### src/rpn_pkg.sv
package rpn_pkg;

  localparam int STACK_DEPTH = 16;
  localparam int DATA_WIDTH  = 32;

  // index of one cell, and a count that can also hold the full depth
  localparam int IDX_W = $clog2(STACK_DEPTH);
  localparam int CNT_W = $clog2(STACK_DEPTH + 1);
  localparam int CMP_W = (DATA_WIDTH > CNT_W) ? DATA_WIDTH : CNT_W;

  typedef logic [DATA_WIDTH-1:0] word_t;
  typedef logic [STACK_DEPTH-1:0][DATA_WIDTH-1:0] word_vec_t;

  typedef enum logic [3:0] {
    CMD_PUSH   = 4'd0,
    CMD_DROP   = 4'd1,
    CMD_DROP2  = 4'd2,
    CMD_DROPN  = 4'd3,
    CMD_DUP    = 4'd4,
    CMD_DUP2   = 4'd5,
    CMD_DUPN   = 4'd6,
    CMD_OVER   = 4'd7,
    CMD_SWAP   = 4'd8,
    CMD_CLEAR  = 4'd9,
    CMD_DEPTH  = 4'd10,
    CMD_ROLL   = 4'd11,
    CMD_ROLLN  = 4'd12,
    CMD_ROLLD  = 4'd13,
    CMD_ROLLDN = 4'd14,
    CMD_PICK   = 4'd15
  } cmd_t;

  typedef struct packed {
    cmd_t               cmd;
    logic signed [31:0] push_value;
  } rpn_req_t;

  typedef struct packed {
    logic               ok;
    logic [4:0]         fill_level;
    logic signed [31:0] bottom_value;
  } rpn_rsp_t;

  typedef enum logic [2:0] {
    CELL_HOLD,
    CELL_SHIFT_UP,
    CELL_SHIFT_DOWN,
    CELL_SWAP,
    CELL_LOAD0
  } cell_op_t;

  typedef struct packed {
    cell_op_t         op;
    logic [IDX_W-1:0] lim;
    word_t            ins;
  } cell_ctl_t;

endpackage

### src/rpn_cell.sv
module rpn_cell
  import rpn_pkg::*;
(
  input  logic             clk,
  input  cell_ctl_t        ctl,
  input  logic [IDX_W-1:0] idx,
  input  word_t            below,
  input  word_t            above,
  output word_t            word
);

  word_t word_next;

  always_comb begin
    word_next = word;
    case (ctl.op)
      CELL_HOLD:       word_next = word;
      CELL_SHIFT_UP:   word_next = below;
      CELL_SHIFT_DOWN: begin
        // cells under the limit take from above, the limit cell takes the insert word
        if (idx < ctl.lim) begin
          word_next = above;
        end else if (idx == ctl.lim) begin
          word_next = ctl.ins;
        end
      end
      CELL_SWAP: begin
        if (idx == IDX_W'(0)) begin
          word_next = above;
        end else if (idx == IDX_W'(1)) begin
          word_next = below;
        end
      end
      CELL_LOAD0: begin
        if (idx == IDX_W'(0)) begin
          word_next = ctl.ins;
        end
      end
      default: word_next = word;
    endcase
  end

  always_ff @(posedge clk) begin
    word <= word_next;
  end

endmodule

### src/rpn_seq.sv
module rpn_seq
  import rpn_pkg::*;
(
  input  logic      clk,
  input  logic      rst,
  input  logic      start,
  input  rpn_req_t  req,
  input  word_vec_t words,
  output cell_ctl_t ctl,
  output logic      busy,
  output logic      done,
  output rpn_rsp_t  rsp
);

  typedef enum logic [1:0] {
    ST_IDLE,
    ST_EXEC,
    ST_LOOP
  } state_t;

  typedef enum logic [2:0] {
    LOOP_DROP,
    LOOP_DUP2,
    LOOP_DUPN,
    LOOP_ROLL_UP,
    LOOP_ROLL_DOWN
  } loop_op_t;

  localparam logic [CNT_W:0] DEPTH_X  = (CNT_W + 1)'(STACK_DEPTH);
  localparam logic [CNT_W:0] DEPTH_P1 = (CNT_W + 1)'(STACK_DEPTH + 1);

  state_t           state;
  cmd_t             cmd_r;
  word_t            pv_r;
  logic [CNT_W-1:0] count;
  logic [IDX_W-1:0] iter;
  logic [IDX_W-1:0] cidx;
  loop_op_t         loop_op;
  logic             ok_r;

  logic [CNT_W-1:0] count_next;
  logic [IDX_W-1:0] iter_c;
  logic [IDX_W-1:0] cidx_c;
  loop_op_t         loop_op_c;
  logic             ok_c;

  word_t            w0;
  logic [IDX_W-1:0] c;
  logic [IDX_W-1:0] lim_cur;
  logic             cnt_ok;
  logic [IDX_W-1:0] rd_idx;
  word_t            rd_word;

  assign w0      = words[0];
  assign c       = w0[IDX_W-1:0];
  assign lim_cur = IDX_W'(count - CNT_W'(1));
  // count word must be non-negative and below the entry count
  assign cnt_ok  = (count != '0) && !w0[DATA_WIDTH-1] && (CMP_W'(w0) < CMP_W'(count));

  always_comb begin
    rd_idx = '0;
    if (state == ST_EXEC) begin
      case (cmd_r)
        CMD_DUP2, CMD_OVER: rd_idx = IDX_W'(1);
        CMD_ROLL:           rd_idx = lim_cur;
        CMD_PICK:           rd_idx = c;
        default:            rd_idx = '0;
      endcase
    end else begin
      case (loop_op)
        LOOP_DUP2:    rd_idx = IDX_W'(1);
        LOOP_DUPN:    rd_idx = cidx;
        LOOP_ROLL_UP: rd_idx = lim_cur;
        default:      rd_idx = '0;
      endcase
    end
  end

  assign rd_word = words[rd_idx];

  always_comb begin
    ctl.op     = CELL_HOLD;
    ctl.lim    = lim_cur;
    ctl.ins    = w0;
    count_next = count;
    ok_c       = 1'b0;
    iter_c     = '0;
    cidx_c     = c - IDX_W'(1);
    loop_op_c  = LOOP_DROP;
    if (state == ST_EXEC) begin
      case (cmd_r)
        CMD_PUSH: begin
          if (count < CNT_W'(STACK_DEPTH)) begin
            ok_c       = 1'b1;
            ctl.op     = CELL_SHIFT_UP;
            ctl.ins    = pv_r;
            count_next = count + CNT_W'(1);
          end
        end
        CMD_DROP: begin
          if (count >= CNT_W'(1)) begin
            ok_c       = 1'b1;
            ctl.op     = CELL_SHIFT_DOWN;
            count_next = count - CNT_W'(1);
          end
        end
        CMD_DROP2: begin
          if (count >= CNT_W'(2)) begin
            ok_c       = 1'b1;
            ctl.op     = CELL_SHIFT_DOWN;
            count_next = count - CNT_W'(1);
            iter_c     = IDX_W'(1);
            loop_op_c  = LOOP_DROP;
          end
        end
        CMD_DROPN: begin
          if (cnt_ok) begin
            ok_c       = 1'b1;
            ctl.op     = CELL_SHIFT_DOWN;
            count_next = count - CNT_W'(1);
            iter_c     = c;
            loop_op_c  = LOOP_DROP;
          end
        end
        CMD_DUP: begin
          if (count >= CNT_W'(1) && count < CNT_W'(STACK_DEPTH)) begin
            ok_c       = 1'b1;
            ctl.op     = CELL_SHIFT_UP;
            ctl.ins    = w0;
            count_next = count + CNT_W'(1);
          end
        end
        CMD_DUP2: begin
          if (count >= CNT_W'(2) && ({1'b0, count} + (CNT_W + 1)'(2)) <= DEPTH_X) begin
            ok_c       = 1'b1;
            ctl.op     = CELL_SHIFT_UP;
            ctl.ins    = rd_word;
            count_next = count + CNT_W'(1);
            iter_c     = IDX_W'(1);
            loop_op_c  = LOOP_DUP2;
          end
        end
        CMD_DUPN: begin
          if (cnt_ok && ({1'b0, count} + (CNT_W + 1)'(c)) <= DEPTH_P1) begin
            ok_c       = 1'b1;
            ctl.op     = CELL_SHIFT_DOWN;
            count_next = count - CNT_W'(1);
            iter_c     = c;
            loop_op_c  = LOOP_DUPN;
          end
        end
        CMD_OVER: begin
          if (count >= CNT_W'(2) && count < CNT_W'(STACK_DEPTH)) begin
            ok_c       = 1'b1;
            ctl.op     = CELL_SHIFT_UP;
            ctl.ins    = rd_word;
            count_next = count + CNT_W'(1);
          end
        end
        CMD_SWAP: begin
          if (count >= CNT_W'(2)) begin
            ok_c   = 1'b1;
            ctl.op = CELL_SWAP;
          end
        end
        CMD_CLEAR: begin
          ok_c       = 1'b1;
          count_next = '0;
        end
        CMD_DEPTH: begin
          if (count < CNT_W'(STACK_DEPTH)) begin
            ok_c       = 1'b1;
            ctl.op     = CELL_SHIFT_UP;
            ctl.ins    = DATA_WIDTH'(count);
            count_next = count + CNT_W'(1);
          end
        end
        CMD_ROLL: begin
          // top word re-enters at the bottom, count unchanged
          if (count >= CNT_W'(2)) begin
            ok_c    = 1'b1;
            ctl.op  = CELL_SHIFT_UP;
            ctl.ins = rd_word;
          end
        end
        CMD_ROLLN: begin
          if (cnt_ok) begin
            ok_c       = 1'b1;
            ctl.op     = CELL_SHIFT_DOWN;
            count_next = count - CNT_W'(1);
            iter_c     = c;
            loop_op_c  = LOOP_ROLL_UP;
          end
        end
        CMD_ROLLD: begin
          if (count >= CNT_W'(2)) begin
            ok_c    = 1'b1;
            ctl.op  = CELL_SHIFT_DOWN;
            ctl.ins = w0;
          end
        end
        CMD_ROLLDN: begin
          if (cnt_ok) begin
            ok_c       = 1'b1;
            ctl.op     = CELL_SHIFT_DOWN;
            count_next = count - CNT_W'(1);
            iter_c     = c;
            loop_op_c  = LOOP_ROLL_DOWN;
          end
        end
        CMD_PICK: begin
          if (cnt_ok && c != '0) begin
            ok_c    = 1'b1;
            ctl.op  = CELL_LOAD0;
            ctl.ins = rd_word;
          end
        end
        default: ok_c = 1'b0;
      endcase
    end else if (state == ST_LOOP) begin
      case (loop_op)
        LOOP_DROP: begin
          ctl.op     = CELL_SHIFT_DOWN;
          count_next = count - CNT_W'(1);
        end
        LOOP_DUP2, LOOP_DUPN: begin
          ctl.op     = CELL_SHIFT_UP;
          ctl.ins    = rd_word;
          count_next = count + CNT_W'(1);
        end
        LOOP_ROLL_UP: begin
          ctl.op  = CELL_SHIFT_UP;
          ctl.ins = rd_word;
        end
        LOOP_ROLL_DOWN: begin
          ctl.op  = CELL_SHIFT_DOWN;
          ctl.ins = w0;
        end
        default: ctl.op = CELL_HOLD;
      endcase
    end
  end

  always_ff @(posedge clk) begin
    if (rst) begin
      state <= ST_IDLE;
      count <= '0;
      iter  <= '0;
      done  <= 1'b0;
      ok_r  <= 1'b0;
    end else begin
      done <= 1'b0;
      case (state)
        ST_IDLE: begin
          if (start) begin
            cmd_r <= req.cmd;
            pv_r  <= DATA_WIDTH'(req.push_value);
            state <= ST_EXEC;
          end
        end
        ST_EXEC: begin
          count <= count_next;
          ok_r  <= ok_c;
          if (ok_c && iter_c != '0) begin
            iter    <= iter_c;
            cidx    <= cidx_c;
            loop_op <= loop_op_c;
            state   <= ST_LOOP;
          end else begin
            state <= ST_IDLE;
            done  <= 1'b1;
          end
        end
        ST_LOOP: begin
          count <= count_next;
          iter  <= iter - IDX_W'(1);
          if (iter == IDX_W'(1)) begin
            state <= ST_IDLE;
            done  <= 1'b1;
          end
        end
        default: state <= ST_IDLE;
      endcase
    end
  end

  assign busy = (state != ST_IDLE);

  always_comb begin
    rsp.ok           = ok_r;
    rsp.fill_level   = 5'(count);
    rsp.bottom_value = (count != '0) ? 32'($signed(w0)) : '0;
  end

  a_count_bound: assert property (@(posedge clk) disable iff (rst)
    count <= CNT_W'(STACK_DEPTH))
    else $error("entry count above stack depth");

  a_done_idle: assert property (@(posedge clk) disable iff (rst)
    done |-> !busy)
    else $error("result beat while still busy");

  a_accept_busy: assert property (@(posedge clk) disable iff (rst)
    (start && !busy) |=> busy)
    else $error("accepted command did not raise busy");

  a_done_after_work: assert property (@(posedge clk) disable iff (rst)
    done |-> $past(busy))
    else $error("result beat without a command in progress");

  a_refuse_keeps: assert property (@(posedge clk) disable iff (rst)
    (done && !rsp.ok) |-> $stable(count))
    else $error("refused command changed the entry count");

endmodule

### src/rpn_stack_engine_unit.sv
// rpn stack engine: bounded stack of signed words, one command per beat.
// command channel: a beat (req.cmd, req.push_value) is taken at the rising
// edge where start is high and busy is low; start is ignored while busy.
// result channel: done is high for exactly one cycle and rsp (ok,
// fill_level, bottom_value) is valid in that cycle only; the receiver
// cannot stall it, so it must take the result when done is high.
// sequence: after the accepting edge the command runs in the exec state,
// and done rises as the sequencer returns to idle. drop2 and dup2 add
// one more cell shift in a loop state; dropn, dupn, rolln and rolldn
// add c more, c being the count read from the bottom entry.
// busy is low again in the done cycle, so a new command can be
// taken then, but not before the last one is through.
// the loop comes from the cell chain: every entry sits in its own cell
// and words move one cell per cycle while busy, one neighbor shift per step.
// a refused command (ok low) leaves the stack untouched and returns to idle from the exec state.
// reset (rst, synchronous) empties the stack and drops any command in
// flight; entry words are not cleared, the entry count alone marks them.
module rpn_stack_engine_unit
  import rpn_pkg::*;
(
  input  logic     clk,
  input  logic     rst,
  input  logic     start,
  input  rpn_req_t req,
  output logic     busy,
  output logic     done,
  output rpn_rsp_t rsp
);

  cell_ctl_t ctl;
  word_vec_t words;
  word_vec_t below_w;
  word_vec_t above_w;

  rpn_seq u_seq (
    .clk   (clk),
    .rst   (rst),
    .start (start),
    .req   (req),
    .words (words),
    .ctl   (ctl),
    .busy  (busy),
    .done  (done),
    .rsp   (rsp)
  );

  for (genvar g = 0; g < STACK_DEPTH; g++) begin : g_cell
    // bottom cell is fed by the insert word, as is the top one from above
    if (g == 0) begin : g_first
      assign below_w[g] = ctl.ins;
    end else begin : g_rest
      assign below_w[g] = words[g-1];
    end
    if (g == STACK_DEPTH - 1) begin : g_last
      assign above_w[g] = ctl.ins;
    end else begin : g_inner
      assign above_w[g] = words[g+1];
    end

    rpn_cell u_cell (
      .clk   (clk),
      .ctl   (ctl),
      .idx   (IDX_W'(g)),
      .below (below_w[g]),
      .above (above_w[g]),
      .word  (words[g])
    );
  end

endmodule
### config.mk
export PLATFORM = sky130hd
export DESIGN_NAME = rpn_stack_engine_unit
export DESIGN_NICKNAME = d
export VERILOG_FILES = /design/src/rpn_pkg.sv /design/src/rpn_cell.sv /design/src/rpn_seq.sv /design/src/rpn_stack_engine_unit.sv
export SDC_FILE = /design/constraint.sdc
export NUM_CORES = 2
export LEC_CHECK = 0
export BUFFER_PORTS_ARGS = -buffer_cell sky130_fd_sc_hd__buf_2
export CORE_MARGIN = 2
export CORE_UTILIZATION = 55
export DETAILED_ROUTE_END_ITERATION = 6
export GPL_TIMING_DRIVEN = 0
export PLACE_DENSITY = 0.72
export SLEW_MARGIN = 5
export SYNTH_ARGS = -nofsm -noshare
export SYNTH_HDL_FRONTEND = slang
export SYNTH_SLANG_ARGS = --single-unit
### constraint.sdc
create_clock -name clk -period 17.6 [get_ports clk]
set_input_delay 0.88 -clock clk [delete_from_list [all_inputs] [get_ports clk]]
set_output_delay 0.88 -clock clk [all_outputs]
set_load 0.03 [all_outputs]
# After elaboration in Yosys (flattened, before gate mapping)

Index checks and enable logic that the tools add are counted.

Eq/ne operators: 69
Add/sub/neg operators: 6
Bitwise logic cells: 1
Order comparisons: 23
Multiplexer cells: 119
Reductions and logical operators: 54

Operators by type and width:

| kind                 | number |
|---|---|
| $mux W32             | 43 |
| $pmux W32 S2         | 15 |
| $pmux W32 S6         | 1 |
| $bmux W32 S4         | 1 |
| $pmux W32 S3         | 1 |
| $ne A3 B1 Y1 const B | 16 |
| $mux W5              | 9 |
| $pmux W5 S9          | 1 |
| $reduce_and A2 Y1    | 18 |
| $pmux W3 S11         | 1 |
| $eq A4 B4 Y1 const A | 8 |
| $eq A4 B4 Y1 const B | 8 |
| $lt A32 B5 Y1        | 1 |
| $lt A4 B4 Y1 const A | 8 |
| $pmux W4 S3          | 2 |
| $ne A3 B3 Y1 const B | 7 |
| $mux W4              | 5 |
| $mux W1              | 19 |
| $mux W2              | 9 |
| $eq A3 B4 Y1 const A | 4 |
| $eq A4 B3 Y1 const B | 4 |
| $lt A3 B4 Y1 const A | 4 |
| $pmux W4 S4          | 1 |
| $reduce_or A2 Y1     | 8 |
| other kinds (46)     | 78 |

Bits in registers: 568

# Depth between registers and ports, before layout

Word-level depth: 12
Depth in mapped cells: 18
Depth with buffers taken out: 11

# Cells and area by module

From an unflattened synthesis, not the netlist that was laid out.

Cell total of the unflattened synthesis: 3292
Area, all modules: 38366.8 sq um

Modules (own cells, without submodules):

| module                | times used | cells an instance | area an instance (sq um) |
|---|---|---|---|
| rpn_cell              | 16         | 132               | 1813.0 |
| rpn_seq               | 1          | 1178              | 9351.5 |
| rpn_stack_engine_unit | 1          | 2                 | 7.5 |

# Least setup slack after synthesis

OpenSTA, ideal clock, no wires.

Path kind: register to register
From: register u_seq.count[2]
To: register g_cell[12].u_cell.word[0] (enable)
Data arrival time: 5.916 ns
Period minus slack after synthesis: 6.382 ns
Stages on the path, launching flop included: 18
Path slack: 11.218 ns
Data required time: 17.134 ns
Cell sequence: dfxtp_1 -> buf_4 -> clkbuf_1 -> inv_1 -> ha_1 -> xor2_1 -> nand4_1 -> a211oi_1 -> or3b_1 -> o2111ai_1 -> and3_1 -> or3_1 -> buf_2 -> buf_6 -> buf_6 -> buf_2 -> buf_2 -> o21ai_0

Longest elaborated chain between the ends: 10
Elaborated cells on any way between the ends: 37
Those cells by class: 3 x add/sub; 7 x order compare; 4 x eq/ne; 13 x mux; 10 x reduce/logical

RTL lines:

| what                                                  | line           | text |
|---|---|---|
| from (decl)                                           | rpn_seq.sv:35  | `logic [CNT_W-1:0] count;` |
| from (signal assigned)                                | rpn_seq.sv:262 | `count <= count_next;` |
| from (signal assigned)                                | rpn_seq.sv:275 | `count <= count_next;` |
| branches (longest 9 deep; another with $add A5 B2 Y6) | n/a            |  |
| $reduce_and A2 Y1 (no line) (*)                       | n/a            |  |
| to (signal assigned)                                  | rpn_cell.sv:44 | `word <= word_next;` |
| to (decl)                                             | rpn_cell.sv:9  | `output word_t word` |

Every way passes the cells marked *.
A chain may end at the register's enable or synchronous reset.

# Worst setup path in the final report

From: register u_seq.count[4]
To: register g_cell[13].u_cell.word[15] (enable)

Longest elaborated chain between the ends: 10
Elaborated cells on any way between the ends: 34
Those cells by class: 2 x add/sub; 6 x order compare; 3 x eq/ne; 13 x mux; 10 x reduce/logical

RTL lines:

| what                                                         | line           | text |
|---|---|---|
| branches (longest 5 deep; another with $add A5 B2 Y6)        | n/a            |  |
| $pmux W3 S11 (*)                                             | rpn_seq.sv:91  | `case (cmd_r)` |
| $mux W3 (*)                                                  | rpn_seq.sv:90  | `if (state == ST_EXEC) begin` |
| $eq A3 B2 Y1 or $eq A3 B1 Y1 (tied branches)                 | rpn_cell.sv:16 | `case (ctl.op)` |
| $ne A3 B1 Y1 (no line) or $reduce_bool A2 Y1 (tied branches) | n/a            |  |
| $reduce_and A2 Y1 (no line) (*)                              | n/a            |  |
| to (signal assigned)                                         | rpn_cell.sv:44 |  |
| to (decl)                                                    | rpn_cell.sv:9  |  |

Marked as above.

==> impl_metrics.tcl <==
set metrics [dict create \
    die-height_um 259 \
    tritoncts "yes" \
    status "finished clean" \
    synth_edf_count 555 \
    max_freq_mhz 152 \
    io_buffers 78 \
    grt_usage 0.394 \
    grt_use_met1 0.565 \
    leakagePower_nw 14.3 \
    timing.final.crit_share 0.374 \
    tns_ns 0 \
    hold_end "u_seq.pv_r[21]" \
    p_switching_mw 1.53 \
    syn_to_final_growth_pct 11.6 \
    drv_cap 0 \
    grt_max_degree 37 \
    fin_crit_ns 6.58 \
    wire_per_inst_um 30.7 \
    drive_gt1_frac 0.165 \
    grt_pass1_vias 29874 \
    layout_commonest_cell "edfxtp_1" \
    synth_cell_types 113 \
    place_area_um2 37600 \
    intPower_mw 2.98 \
    swShare 0.339 \
    ant_nets 0 \
    grt.overflow.total 0 \
    worst_slew_pin_slew_ns 1.32 \
    synth_nets 3359 \
    clkSinkCount 568 \
    met3_usage 0.104 \
    regToRegSetupSlack_ns 11.02 \
    arrival_ns 6.84 \
    clockPowerShare 0.320 \
    antenna_found_initial 4 \
    ys.flop_type "edfxtp_1" \
    numCtsBuffers 66 \
    fin_cells 4369 \
    dp_hpwl_um 104000 \
    die_w_um 259 \
    yosys_warnings 0 \
    cts_setup_buffers 0 \
    cts.reportedPaths.clkPinSlew_ns 0.06 \
    holdPathStages 1 \
    slew_violations 0 \
    synth_top_area_frac 0.467 \
    startpoint_type "register" \
    power_frac_seq 0.428 \
    clock_latency_ns 0.64 \
    crit_path_end_kind "register" \
    clockRootBuffer "clkbuf_16" \
    power_density_nw_per_um2 113 \
    power_frac_comb 0.253 \
    cts_max_level 3 \
    slew_headroom 0.116 \
    gr-max-usage-layer "met2" \
    ctsResizeCount 0 \
    r2r_cells 14 \
    yosysSeqAreaShare 0.474 \
    die_area_um2 66900 \
    setup_violations 0 \
    synthCells 3298 \
    fin_util 0.619 \
    clock_skew_ns 0.0301 \
    ioPinCount 79 \
    initial_core_util 0.555 \
    place_congestion 1.01 \
    synth_area_leaders "edfxtp_1 (47%), a22oi_1 (7.6%), mux2i_1 (6.5%)" \
    r2r_start "u_seq.count[4]" \
    grt_pass1_wl_um 196000 \
    drtIter0Drc 5134 \
    wl_um 134000 \
    cts.hold.buffers_added 0 \
    hold_path_startpoint "req[21]" \
    cts_buffer_depth 3 \
    grt_use_met2 0.576 \
    synth_top_area_cell "edfxtp_1" \
    ys_seq_elements 568 \
    rr_endpoint "g_cell[13].u_cell.word[15]" \
    worstPathRequired_ns 17.86 \
    drt_pass1_iterations 6 \
    place_inst 4246 \
    cp_max_fo 32 \
    core_um2 64300 \
    nets 3520 \
    rows 93 \
    final-hold-violation-count 0 \
    syn-cell-area_um2 35700 \
    final_cell_area_um2 39800 \
    vdd_ir_drop_max_uv 114 \
    ys_async_sr_fraction 0 \
    syn_avg_cell_area_um2 10.8 \
    final_cell_mix "edfxtp_1 (555), a22oi_1 (359), o21ai_1 (335)" \
    viasPerCell 7.17 \
    via_count 31324 \
    hp-class "in2reg" \
    rsz0062_at_grt "false" \
    path_class "reg2reg" \
    post-route-drc-count 0 \
]
## metrics by stage
stage	setup slack, ns	total power, mW	hold WS [ns]
after floorplan	11.22	2.60	0.432
after global placement	7.82	2.97	0.452
after detailed placement	10.99	3.03	0.478
after CTS	10.93	4.45	0.424
after global routing	11.13	4.63	0.427
final	11.02	4.51	0.432
## cells by family (layout without fill, tap and decap cells)
family / count (synthesis) / count (layout) / synth area share
other: 0 / 2 / 0
and+or+nand+nor: 701 / 701 / 0.0982
AOI/OAI and AO/OA: 1309 / 1309 / 0.249
muxes: 317 / 317 / 0.109
DFF: 568 / 568 / 0.474
adders and majority gates: 22 / 22 / 0.00792
buffers and inverters: 370 / 584 / 0.0591
xor gates and xnor gates: 11 / 11 / 0.00270
## worst max-delay path by stage
stage,depth (start not counted),start,endpoint,slack [ns]
finish,14,u_seq.count[4],g_cell[13].u_cell.word[15],11.02
global route,14,u_seq.count[4],g_cell[15].u_cell.word[16],11.13
CTS,13,u_seq.count[4],g_cell[8].u_cell.word[15],10.93
detailed placement,13,u_seq.count[4],g_cell[8].u_cell.word[17],10.99
global placement,15,u_seq.count[4],g_cell[1].u_cell.word[16],7.82
floorplan,17,u_seq.count[2],g_cell[12].u_cell.word[0],11.22
## registers in the layout, indices dropped and copies added, names as in the netlist, 2 cells and up
| name | cells |
|---|---|
| u_seq.pv_r | 32 |
| u_seq.count | 5 |
| u_seq.iter | 4 |
| u_seq.cidx | 4 |
| u_seq.cmd_r | 4 |
| u_seq.loop_op | 3 |
| u_seq.state | 2 |
| g_cell.u_cell.word | 512 |
## cells in the mapped netlist, types with 6 or more instances
master	instances
buf_2	80
clkbuf_1	133
mux2_2	32
a32oi_1	28
o211ai_1	36
a22oi_2	20
o21ai_1	336
o21ai_0	110
and3_1	44
nand3_1	22
o211ai_2	9
a31oi_1	14
nor2b_1	11
nor4_2	7
a21oi_1	153
o31ai_2	9
buf_1	10
a221o_1	31
nor4_1	13
inv_1	53
edfxtp_1	555
nand4_1	6
ha_1	21
mux4_2	53
nand2_1	328
dfxtp_1	13
or3_1	8
o31ai_1	55
nor2_1	129
mux2i_1	231
nor3_1	24
o31a_1	27
a22oi_1	359
o2111ai_1	27
a211oi_1	13
or3_4	23
and2_1	46
xor2_1	6
buf_6	60
buf_4	28
a21o_1	6
## power groups by stage
stage	Combinational, mW	Sequential [mW]	Clock [mW]
CTS	1.10	1.91	1.44
floorplan	0.734	1.87	0
detailed placement	1.09	1.94	0
global placement	1.03	1.95	0
finish	1.14	1.93	1.44
global route	1.20	1.94	1.49
## layout make-up
class	instances	area, µm²
buffer	316	1910
multi-input combinational	2360	16800
clock buffer	82	1800
sequential	568	16900
tap	855	1070
antenna	2	5.00
inverter	54	203
clock inverter	39	402
timing repair buffer	93	704
fill	5243	24500
## worst max-delay path, stage by stage, from the launching register on
cell       delay, ns
dfxtp_1         0.63
inv_1           0.29
ha_1            0.38
nor4_1          0.42
nand4_1         0.35
nand4b_2        0.36
nor2_2          0.33
o2111ai_1       0.27
and3_1          0.39
buf_4           0.26
nor4_1          0.89
clkbuf_1        0.52
buf_2           0.36
nand2_1         0.10
nand2_2         0.61
## per-layer routing
layer  vias to the layer above  share of wire  wire length [µm]
met3                       336           0.13             17800
met5                         -       0.000097                13
met4                         2          0.038              5160
met2                      2436           0.43             57100
li1                      13327              -                 -
met1                     15223           0.40             54200
Power figures use the tool's default switching activity.
